==> config.mk <==
export PLATFORM = sky130hd
export DESIGN_NAME = lfu_ctrl
export DESIGN_NICKNAME = d
export VERILOG_FILES = /design/src/rtl/lfu_pkg.sv /design/src/rtl/lfu_ctrl.sv
export SDC_FILE = /design/constraint.sdc
export NUM_CORES = 1
export LEC_CHECK = 0
export ABC_AREA = 1
export BUFFER_PORTS_ARGS = -buffer_cell sky130_fd_sc_hd__clkbuf_2
export CAP_MARGIN = 20
export CORE_AREA = 2 2 39 41
export DETAILED_ROUTE_END_ITERATION = 10
export DIE_AREA = 0 0 41 43
export GPL_ROUTABILITY_DRIVEN = 1
export HOLD_SLACK_MARGIN = 0.1
export PLACE_DENSITY = 0.47
export SLEW_MARGIN = 0
export SYNTH_ARGS = -nofsm -noshare
export SYNTH_HDL_FRONTEND = slang
export SYNTH_SLANG_ARGS = --single-unit
export TNS_END_PERCENT = 20
==> constraint.sdc <==
create_clock -name clk -period 1.4 [get_ports clk]
set_clock_uncertainty 0.05 [all_clocks]
set_input_delay 0.14 -clock clk [delete_from_list [all_inputs] [get_ports clk]]
set_output_delay 0.14 -clock clk [all_outputs]
set_load 0.02 [all_outputs]
==> src/rtl/lfu_pkg.sv <==
`default_nettype none
// ----------------------------------------------------------------------------
// lfu_pkg
// Shared constants and controller/datapath interface types for the LFU
// page replacement block.
// ----------------------------------------------------------------------------
package lfu_pkg;

	localparam int FRAMES     = 8;
	localparam int FRAME_W    = 3;
	localparam int FCNT_W     = 4;
	localparam int CFG_W      = 4;
	localparam int PAGE_W     = 7;
	localparam int PAGE_SPACE = 128;
	localparam int COUNT_W    = 16;
	localparam int TIME_W     = 16;
	localparam int FAULT_W    = 16;

	localparam logic [CFG_W-1:0] CFG_RESET = CFG_W'(FRAMES);

	typedef struct packed {
		logic start;
		logic hscan_step;
		logic take_hit;
		logic miss_empty;
		logic miss_full;
		logic vscan;
		logic commit;
		logic inc;
		logic load_out;
	} lfu_cmd_t;

	typedef struct packed {
		logic page_bad;
		logic idx_end;
		logic match;
		logic empty_vld;
		logic vscan_done;
	} lfu_sts_t;

endpackage

`default_nettype wire

==> src/rtl/lfu_ctrl.sv <==
`default_nettype none
// ----------------------------------------------------------------------------
// lfu_ctrl
// Sequencer: hit scan, victim scan, frame commit, count update, result.
// ----------------------------------------------------------------------------
module lfu_ctrl (
	input  wire               clk,
	input  wire               arst_n,
	input  wire               in_valid,
	output logic              in_ready,
	output logic              out_valid,
	input  wire               out_ready,
	input  lfu_pkg::lfu_sts_t sts,
	output lfu_pkg::lfu_cmd_t cmd
);
	import lfu_pkg::*;

	typedef enum logic [2:0] {
		S_IDLE,
		S_HSCAN,
		S_VSCAN,
		S_COMMIT,
		S_INC,
		S_OUT
	} state_t;

	state_t state_q;
	state_t state_d;
	logic   out_valid_q;

	assign in_ready  = (state_q == S_IDLE);
	assign out_valid = out_valid_q;

	always_comb begin
		cmd     = '0;
		state_d = state_q;
		unique case (state_q)
			S_IDLE: begin
				if (in_valid) begin
					cmd.start = 1'b1;
					state_d   = S_HSCAN;
				end
			end
			S_HSCAN: begin
				priority if (sts.page_bad) begin
					state_d = S_OUT;
				end else if (sts.idx_end) begin
					if (sts.empty_vld) begin
						cmd.miss_empty = 1'b1;
						state_d        = S_COMMIT;
					end else begin
						cmd.miss_full = 1'b1;
						state_d       = S_VSCAN;
					end
				end else if (sts.match) begin
					cmd.take_hit = 1'b1;
					state_d      = S_INC;
				end else begin
					cmd.hscan_step = 1'b1;
				end
			end
			S_VSCAN: begin
				cmd.vscan = 1'b1;
				if (sts.vscan_done) begin
					state_d = S_COMMIT;
				end
			end
			S_COMMIT: begin
				cmd.commit = 1'b1;
				state_d    = S_INC;
			end
			S_INC: begin
				cmd.inc = 1'b1;
				state_d = S_OUT;
			end
			S_OUT: begin
				if (!out_valid_q || out_ready) begin
					cmd.load_out = 1'b1;
					state_d      = S_IDLE;
				end
			end
			default: begin
				state_d = S_IDLE;
			end
		endcase
	end

	always_ff @(posedge clk or negedge arst_n) begin
		if (!arst_n) begin
			state_q     <= S_IDLE;
			out_valid_q <= 1'b0;
		end else begin
			state_q <= state_d;
			if (cmd.load_out) begin
				out_valid_q <= 1'b1;
			end else if (out_ready) begin
				out_valid_q <= 1'b0;
			end
		end
	end

endmodule

`default_nettype wire

* After elaboration in Yosys (flattened, before gate mapping)
Cells that the tools add are included.
** Word-level totals
- Input port bits :: 9
- Output and inout bits :: 11
- Flip-flop bits (word level) :: 4
- Word-level logic and storage cells :: 41
** Cells by class
- Reduce and logical (&&, ||, !) cells :: 5
- Multiplexer cells :: 25
- Equal/unequal tests :: 9
** Operator list (number)
- two-way mux 3 bit :: 6
- case mux 3 bit (6 select lines) :: 1
- two-way mux 1 bit :: 14
- two-way mux 4 bit :: 2
- equality test 3 x 2 -> 1 bit (second input constant) :: 2
- equality test 3 bit (second input constant) :: 2
- != test 2 bit (second input constant) :: 3
- two-way mux 2 bit :: 2
- != test 4 bit (second input constant) :: 1
- AND reduction 4 bit :: 1
- equality test 3 x 1 -> 1 bit (second input constant) :: 1
- logical NOT 3 bit :: 1
- nonzero test 2 bit :: 1
- logical NOT 1 bit :: 1
- logical OR 1 bit :: 1

* Depth between registers and ports, before layout
Gate-level depths: netlist of run 1.
- Depth in word-level cells :: 5
- Depth in mapped cells :: 7
- Mapped depth without buffers :: 7

* Least setup slack after synthesis of run 1
OpenSTA, ideal clock, no wires.
- Path type :: register to output
- From :: register state_q[2]
- To :: output port cmd[6] (netlist name)
- Arrival :: 1.040 ns
- Slack :: 0.170 ns
- Cell stages (with the launch flop) :: 4
- Path buffers :: 0
- Cell sequence :: dfrtp_1 > nor2_2 > nand2_1 > nor3b_2
** RTL lines
- start, declared :: RTL line lfu_ctrl.sv:27 : state_t state_q;
- start signal, assigned :: RTL line lfu_ctrl.sv:93 : state_q <= state_d;
- end, declared :: RTL line lfu_ctrl.sv:14 : output lfu_pkg::lfu_cmd_t cmd

==> metrics.md, run 1 <==
| Metric | Value |
|---|---|
| Vias in the first global route | 348 |
| Slew margin rel. | between 80% and 90% |
| Area delta synth->final | 71.2% |
| Worst-margin pin slew | ~0.15 ns |
| Status | complete, no violations |
| DP Cell Count | 93 |
| Die Span X | 41 um |
| Crit path largest cell delay | 0.44 ns |
| Syn Nets | between 60 and 70 |
| Final hold slack | 0.199 ns |
| Post-route setup TNS | 0 ns |
| Min Tclk post-route | 1.38 ns |
| CP delay by family, top | flip-flops |
| Vias | 403 |
| CTS tree | built |
| Row cnt | 14 |
| Post-synthesis average cell area | 5.80 sq um |
| CP Cell Sequence | nor2_4 -> nand2_2 -> nor3b_2 -> buf_4 |
| Period utilisation layout | 98.6% |
| GP Congestion | 0.692 |
| Lkg Pwr | around 0.35 nW |
| Final setup fails | 0 |
| Area occupied by multi-input gates | 218 sq um |
| Peak supply drop | roughly 0.68 mV |
| I/O pins | 20 |
| Clk sinks | 4 |
| Final Worst Setup Slack | 0.0203 ns |
| Initial antenna violation count | 0 |
| Pre-CTS WS | 0.127 ns |
| Grt ovf | 0 |
| Root buffer cell | clkbuf_4 |
| Critical Path Sink Type | primary output |
| Critical path required time | 1.21 ns |
| Wire per inst | 8.49 um |
| Final Net Count | 95 |
| Proportion of layout cells with a drive suffix above 1 | 47.6% |
| TritonRoute pass-1 iters | 4 |
| Final Max Slew Viols | 0 |
| Hold Fails Final Rpt | 0 |
| Mapped Cells | 57 |
| Core Footprint | around 1400 sq um |
| Port bufs | 19 |
| Drt initial violations | 5 |
| Sequential-to-total area share from yosys stat | 30.3% |
| Arrival time worst endpoint | 1.19 ns |
| Worst skew pair latency | 0.23 ns |
| CP bufs+invs | 1 |
| Worst Setup Path Type | flop to primary output |
| Netlist Area Pre-Place | 330 sq um |
| Filler cells | 150 |
| Post-route DRC | 0 |
| DR vias/cell | 4.03 |
| Post-DP HPWL | about 680 um |
| Startpoint Class | flop |
| Fmax | a little over 0.7 GHz |
| CTS Buffer Depth | 2 |
| Initial cell density of the core | 23.9% |
| Post-Route WL | 849 um |
| Die Y | 43 um |
| RSZ-0062 raised after global routing | true |
| Max-cap violations | 0 |
| Worst Hold Class | primary input to async pin |
| Synth Register Bits | 4 |
| Reg area | 101 sq um |
| Antenna diodes | 0 |
| Final cell count without fillers | 100 |
| Total GRT Usage | roughly 11% |
| Synthesis warning total | 0 |
| TritonCTS Buffers | 3 |
| Clk pin slew, worst setup/hold paths | 0.04 ns |
| Power per Cell Area | 1890 nW/um^2 |
| Post-route ant nets | 0 |
| Die ar. | about 1800 sq um |
| Slowest cell on crit path | dfrtp_2 |
| CP max FO | 4 |
| First-pass GRT wire length | 1300 um |
| Library cells used by synthesis | 13 |
| H-tree depth | 1 |
| Largest net degree at the start of global routing | 7 |
-- layout make-up --
type | count | share of cell area [%]
repair buffers | 24 | 28.1
well taps | 16 | 3.54
multi-input cells | 41 | 38.5
inverters | 12 | 7.96
flip-flops and latches | 4 | 17.9
clock buffers | 3 | 3.98
-- logic make-up after synthesis --
group           Yosys count  synth area share (%)
buf+inv                  12                  13.6
compound gates            2                  3.03
flops                     4                  30.3
simple gates             39                  53.0
-- synth_stat cells --
library cell / instances / area share [%]
a21oi_1: 1 / 1.5
dfrtp_1: 4 / 30
inv_1: 10 / 11
inv_2: 2 / 2.3
nand2_1: 17 / 19
nand2_2: 1 / 1.9
nand3_1: 4 / 6.1
nand3_2: 1 / 3.0
nor2_1: 12 / 14
nor2_2: 2 / 3.8
nor3_1: 1 / 1.5
nor3b_2: 1 / 3.8
o21ai_0: 1 / 1.5
-- per-stage QoR --
step,utilization [%],area [sq um],power (mW)
floorplan,-,330,0.603
global placement,32.7,453,0.776
detailed placement,32.7,453,0.775
CTS,36.9,510,0.953
global route,40.9,566,1.17
finish,40.9,566,1.07
-- report_power, final --
group | internal (mW) | leakage (nW) | total [mW] | switching, mW
Sequential | 0.169 | 0.0490 | 0.224 | 0.0555
Clock | 0.0958 | 0.0138 | 0.141 | 0.0453
Combinational | 0.280 | 0.291 | 0.701 | 0.421
-- cells in the final DEF (no fill, tap or decap) --
cell type	Yosys	final
clkbuf_4	0	3
nor3b_2	1	1
nor2_1	12	9
clkbuf_2	0	11
buf_6	0	1
buf_4	0	9
nor3_2	0	1
nand2_1	17	15
nor2_2	2	2
dfrtp_1	4	3
a21oi_1	1	1
o21ai_0	1	1
nor2_4	0	3
dfrtp_2	0	1
nand3_2	1	1
buf_2	0	1
nand2_2	1	3
inv_2	2	3
dlygate4sd3_1	0	2
inv_1	10	9
nand3_1	4	4
-- routing by layer --
| metal | up-vias | GRT usage [%] | share of wire [%] |
|---|---|---|---|
| met4 | 0 | 6.00 | 0 |
| met3 | 0 | 3.14 | 5.9 |
| met5 | - | 0 | 0 |
| li1 | 225 | - | - |
| met1 | 165 | 13.7 | 46 |
| met2 | 13 | 16.3 | 48 |
-- what timing repair did --
action | CTS | global route
hold buffers | 2 | 0
gates resized for setup | 5 | 22
pin swaps | 0 | 1
setup endpoints to repair | 6 | 10
setup buffers | 0 | 2
hold endpoints to repair | 5 | 0
-- flip-flops by register name, indices dropped and copies added (netlist names) --
register and flops:
out_valid 1, state_q 3
-- path summary, 6_finish.rpt --
path                                             start                      to  slack [ns]  cells past startpoint
worst max-delay path            state_q[1]$_DFFE_PN0P_                  cmd[6]        0.02                      4
worst max register to register  state_q[2]$_DFFE_PN0P_  state_q[2]$_DFFE_PN0P_        0.25                      7
worst min-delay path                            arst_n  state_q[2]$_DFFE_PN0P_        0.20                      2
max in group asynchronous                       arst_n  state_q[1]$_DFFE_PN0P_        0.96                      2
min in group clk                                sts[3]  state_q[1]$_DFFE_PN0P_        0.20                      3
worst min register to register   out_valid$_DFFE_PN0P_   out_valid$_DFFE_PN0P_        0.50                      2
No activity file was read; power rests on OpenSTA's default activity.
==> inputs of run 2 (changes only) <==
--- a/config.mk
+++ b/config.mk
@@ -5,7 +5,6 @@
 export SDC_FILE = /design/constraint.sdc
 export NUM_CORES = 1
 export LEC_CHECK = 0
-export ABC_AREA = 1
 export BUFFER_PORTS_ARGS = -buffer_cell sky130_fd_sc_hd__clkbuf_2
 export CAP_MARGIN = 20
 export CORE_AREA = 2 2 39 41
@@ -13,7 +12,7 @@
 export DIE_AREA = 0 0 41 43
 export GPL_ROUTABILITY_DRIVEN = 1
 export HOLD_SLACK_MARGIN = 0.1
-export PLACE_DENSITY = 0.47
+export PLACE_DENSITY = 0.49
 export SLEW_MARGIN = 0
 export SYNTH_ARGS = -nofsm -noshare
 export SYNTH_HDL_FRONTEND = slang
==> run 2 against run 1 <==
The run now ends with setup timing left. Fmax fell by 6.8%. Non-clock buffer count is 8 higher. Clock power hardly changed. Synthesized cell count decreased by 37%. Critical path type is now flop to flop.
==> metrics.md, run 2 <==
| Metric | Value |
|---|---|
| Peak supply drop | 0.957 mV (+40%) |
| Commonest non-fill, non-tap cell in the layout | buf_4 |
| Synth top cells by count | dfrtp_1, nand2_1, nor3b_1 |
| Vias in the first global route | 345 (-0.86%) |
| Post-route DRC | 0 (unchanged) |
| Core Footprint | 1380 sq um (unchanged) |
| Fmax | 0.675 GHz (-6.8%) |
| Most frequent cells in the layout | buf_4, clkbuf_2, nand2_1 |
| Crit path largest cell delay | 0.43 ns (about the same) |
| Final setup fails | 6 (+6) |
| Initial cell density of the core | 25.8% (+1.9 points) |
| Max-cap violations | 0 (unchanged) |
| Die Y | 43 um (unchanged) |
| DR vias/cell | 4.64 (+15%) |
| TritonRoute pass-1 iters | 2 (-2) |
| Largest net degree at the start of global routing | 8 (+1) |
| FF-to-FF setup slack | -0.08 ns (-0.33 ns) |
| Hold Fails Final Rpt | 0 (unchanged) |
| Netlist Area Pre-Place | 357 sq um (+8.0%) |
| Asr flop ratio synth | 100% (unchanged) |
| Total GRT Usage | 12.1% (+1.1 points) |
| Startpoint Class | flop |
| Period utilisation layout | 106% (+7.2 points) |
| XOR/XNOR share of the synthesized area | 0% (unchanged) |
| Area share of the largest cell type after synthesis | 28.1% (-2.2 points) |
| Worst r2r src | state_q[1]$_DFFE_PN0P_ |
| Post-synthesis mux area share | 7.02% (+7.0 points) |
| Pre-CTS WS | 0.0674 ns (-0.0599 ns) |
| Final instance area | 649 sq um (+15%) |
| Grt ovf | 0 (unchanged) |
| Final Max Slew Viols | 0 (unchanged) |
| Worst Hold Class | primary input to flop |
| Worst R2R Path Depth | 4 (-3) |
| Final Net Count | 79 (-17%) |
| Simple logic cell fraction of the synthesized area | 43.2% (-9.9 points) |
| CP bufs+invs | 2 (+1) |
| Wire per inst | 11.6 um (+37%) |
| Worst Setup Path Type | flop to flop |
| Critical path required time | 1.46 ns (+0.25 ns) |
| Area delta synth->final | 82.1% |
| Post-synth EDFFs | 0 (unchanged) |
| Drt initial violations | 2 (-3) |
| Reg-to-reg critical path endpoint | state_q[0]$_DFFE_PN0P_ |
| CTS Buffer Depth | 2 (unchanged) |
| Initial antenna violation count | 0 (unchanged) |
| GP Congestion | 0.743 (+7.4%) |
| Hold Path Depth | 3 |
| Library cells used by synthesis | 24 (+11) |
| Status | complete, but fails checks |
| Worst skew pair latency | 0.23 ns (about the same) |
| Filler cells | 138 (-8.0%) |
| Total power | 1.30 mW (+22%) |
| Antenna diodes | 0 (unchanged) |
| Synth Register Bits | 4 (unchanged) |
| Synth Flop Type | dfrtp_1 |
| Yosys top cell by area | dfrtp_1 |
| Final Worst Setup Slack | -0.0810 ns (-0.101 ns) |
| First-pass GRT wire length | 1440 um (+10%) |
| Slew margin rel. | 85.6% (-4.3 points) |
| Clk sinks | 4 (unchanged) |
| Synthesis warning total | 0 (unchanged) |
| Critical Path Sink Type | flop |
| CTS tree | built |
| CP Cell Sequence | buf_4 -> buf_4 -> mux2_4 -> o32a_1 |
| Sequential-to-total area share from yosys stat | 28.1% (-2.2 points) |
| Crit path from | state_q[1]$_DFFE_PN0P_ |
| RSZ-0062 raised after global routing | true |
| Cell Area, Placed | 487 sq um (+7.5%) |
| Synth Area in Compound Gates | 11.9% (+8.9 points) |
| Synth Area in Adders | 0% (unchanged) |
| H-tree depth | 1 (unchanged) |
| TritonCTS Buffers | 3 (unchanged) |
| Proportion of layout cells with a drive suffix above 1 | 70.6% (+23 points) |
| Syn Nets | 45 (-32%) |
| Hold Crit Start | out_ready |
| CP max FO | 4 (unchanged) |
| Endpoint of the worst hold path | out_valid$_DFFE_PN0P_ |
| Vias | 390 (-3.2%) |
| Root buffer cell | clkbuf_4 |
| Most flops, register | state_q |
| Power per Cell Area | 2000 nW/um^2 (+6.2%) |
| Port bufs | 19 (unchanged) |
| CP delay by family, top | flip-flops |
| I/O pins | 20 (unchanged) |
| Area occupied by multi-input gates | 265 sq um (+22%) |
| Largest family of logic cells by synthesized area | simple AND/OR/NAND/NOR gates |
| Reg area | 103 sq um (+1.2%) |
| Clk pin slew, worst setup/hold paths | 0.04 ns (about the same) |
| Mapped Cells | 36 (-37%) |
| Cell mode on critical path | buf_4 |
| Final cell count without fillers | 84 (-16%) |
| Min Tclk post-route | 1.48 ns (+0.101 ns) |
| Worst-margin pin slew | 0.216 ns (+0.0635 ns) |
| Arrival time worst endpoint | 1.54 ns (+0.35 ns) |
| Post-DP HPWL | 682 um (+0.99%) |
| Post-synthesis average cell area | 9.91 sq um (+71%) |
| Lkg Pwr | 0.336 nW (-4.9%) |
| Slowest cell on crit path | dfrtp_2 |
| Post-Route WL | 974 um (+15%) |
| Die Span X | 41 um (unchanged) |
| Max FFs per register | 3 (unchanged) |
| Die ar. | 1760 sq um (unchanged) |
| DP Cell Count | 73 (-22%) |
| Failing checks | setup timing |
| Row cnt | 14 (unchanged) |
| Post-route ant nets | 0 (unchanged) |
| Ranking of synthesized cells by area | dfrtp_1, nor3b_1, nor4b_4 |
==> run 2: cell types whose count changed after synthesis, sizes merged, moves of 2 or more <==
cell / before / now
buf: 0 / 3
inv: 12 / 2
nand2: 18 / 4
nand3: 5 / 1
nand3b: 0 / 2
nor2: 14 / 2
nor3: 1 / 3
nor3b: 1 / 4
==> run 2: timing repair <==
action,4_1_cts,5_1_grt
endpoints found under the setup margin,8,11
pin swaps,1,4
hold buffers,1,0
buffers inserted,3,4
endpoints found under the hold margin,4,0
cloned,0,0
resized for setup,11,19
==> run 2: per-layer routing <==
metal | part of all wire (%) | global-route usage (%) | vias up
met5 | 0 | 0 | -
met4 | 0 | 2.00 | 0
met3 | 4.5 | 6.28 | 0
met2 | 52 | 16.9 | 13
met1 | 43 | 16.6 | 183
li1 | - | - | 194
==> run 2: where the power goes <==
part	total (mW)	leakage (nW)	switching (mW)	internal, mW
logic	0.924	0.275	0.439	0.484
registers	0.237	0.0469	0.0638	0.173
clock network	0.139	0.0138	0.0433	0.0956
total	1.30	0.336	0.547	0.753
==> run 2: kinds of logic (layout without fill, tap and decap cells) <==
| kind of cell | Yosys count | after routing |
|---|---|---|
| AOI/OAI and AO/OA | 5 | 5 |
| buffers and inverters | 5 | 37 |
| DFF | 4 | 4 |
| muxes | 2 | 2 |
| and+or+nand+nor | 20 | 20 |
==> run 2: how the worst max path moves through the flow <==
stage / depth (start not counted) / end
floorplan: 4 / cmd[4]
global placement: 2 / state_q[0]$_DFFE_PN0P_
detailed placement: 4 / cmd[4]
CTS: 4 / cmd[7]
global route: 4 / cmd[7]
finish: 4 / state_q[0]$_DFFE_PN0P_
==> run 2: layout make-up <==
| type | instances | area share, % |
|---|---|---|
| well taps | 16 | 3.08 |
| flip-flops and latches | 4 | 15.8 |
| multi-input cells | 27 | 40.8 |
| repair buffers | 32 | 35.6 |
| clock buffers | 3 | 3.47 |
| inverters | 2 | 1.16 |
==> run 2: worst register-to-register path: cells and delay by family, from the launching register on <==
family,cells,cell delay [ns]
AO/OA/AOI/OAI,1,0.29
multiplexers,1,0.29
flip-flops,1,0.43
buffers and inverters,2,0.29
==> run 2: stage by stage <==
step / util (%) / TNS (ns) / hold WS (ns)
after global placement: 35.2 / 0 / -0.0932
final: 46.9 / -0.259 / 0.125
after floorplan: - / -0.0268 / -0.206
after CTS: 41.9 / -0.451 / 0.128
after global routing: 46.9 / -0.706 / 0.130
after detailed placement: 35.2 / 0 / -0.0957
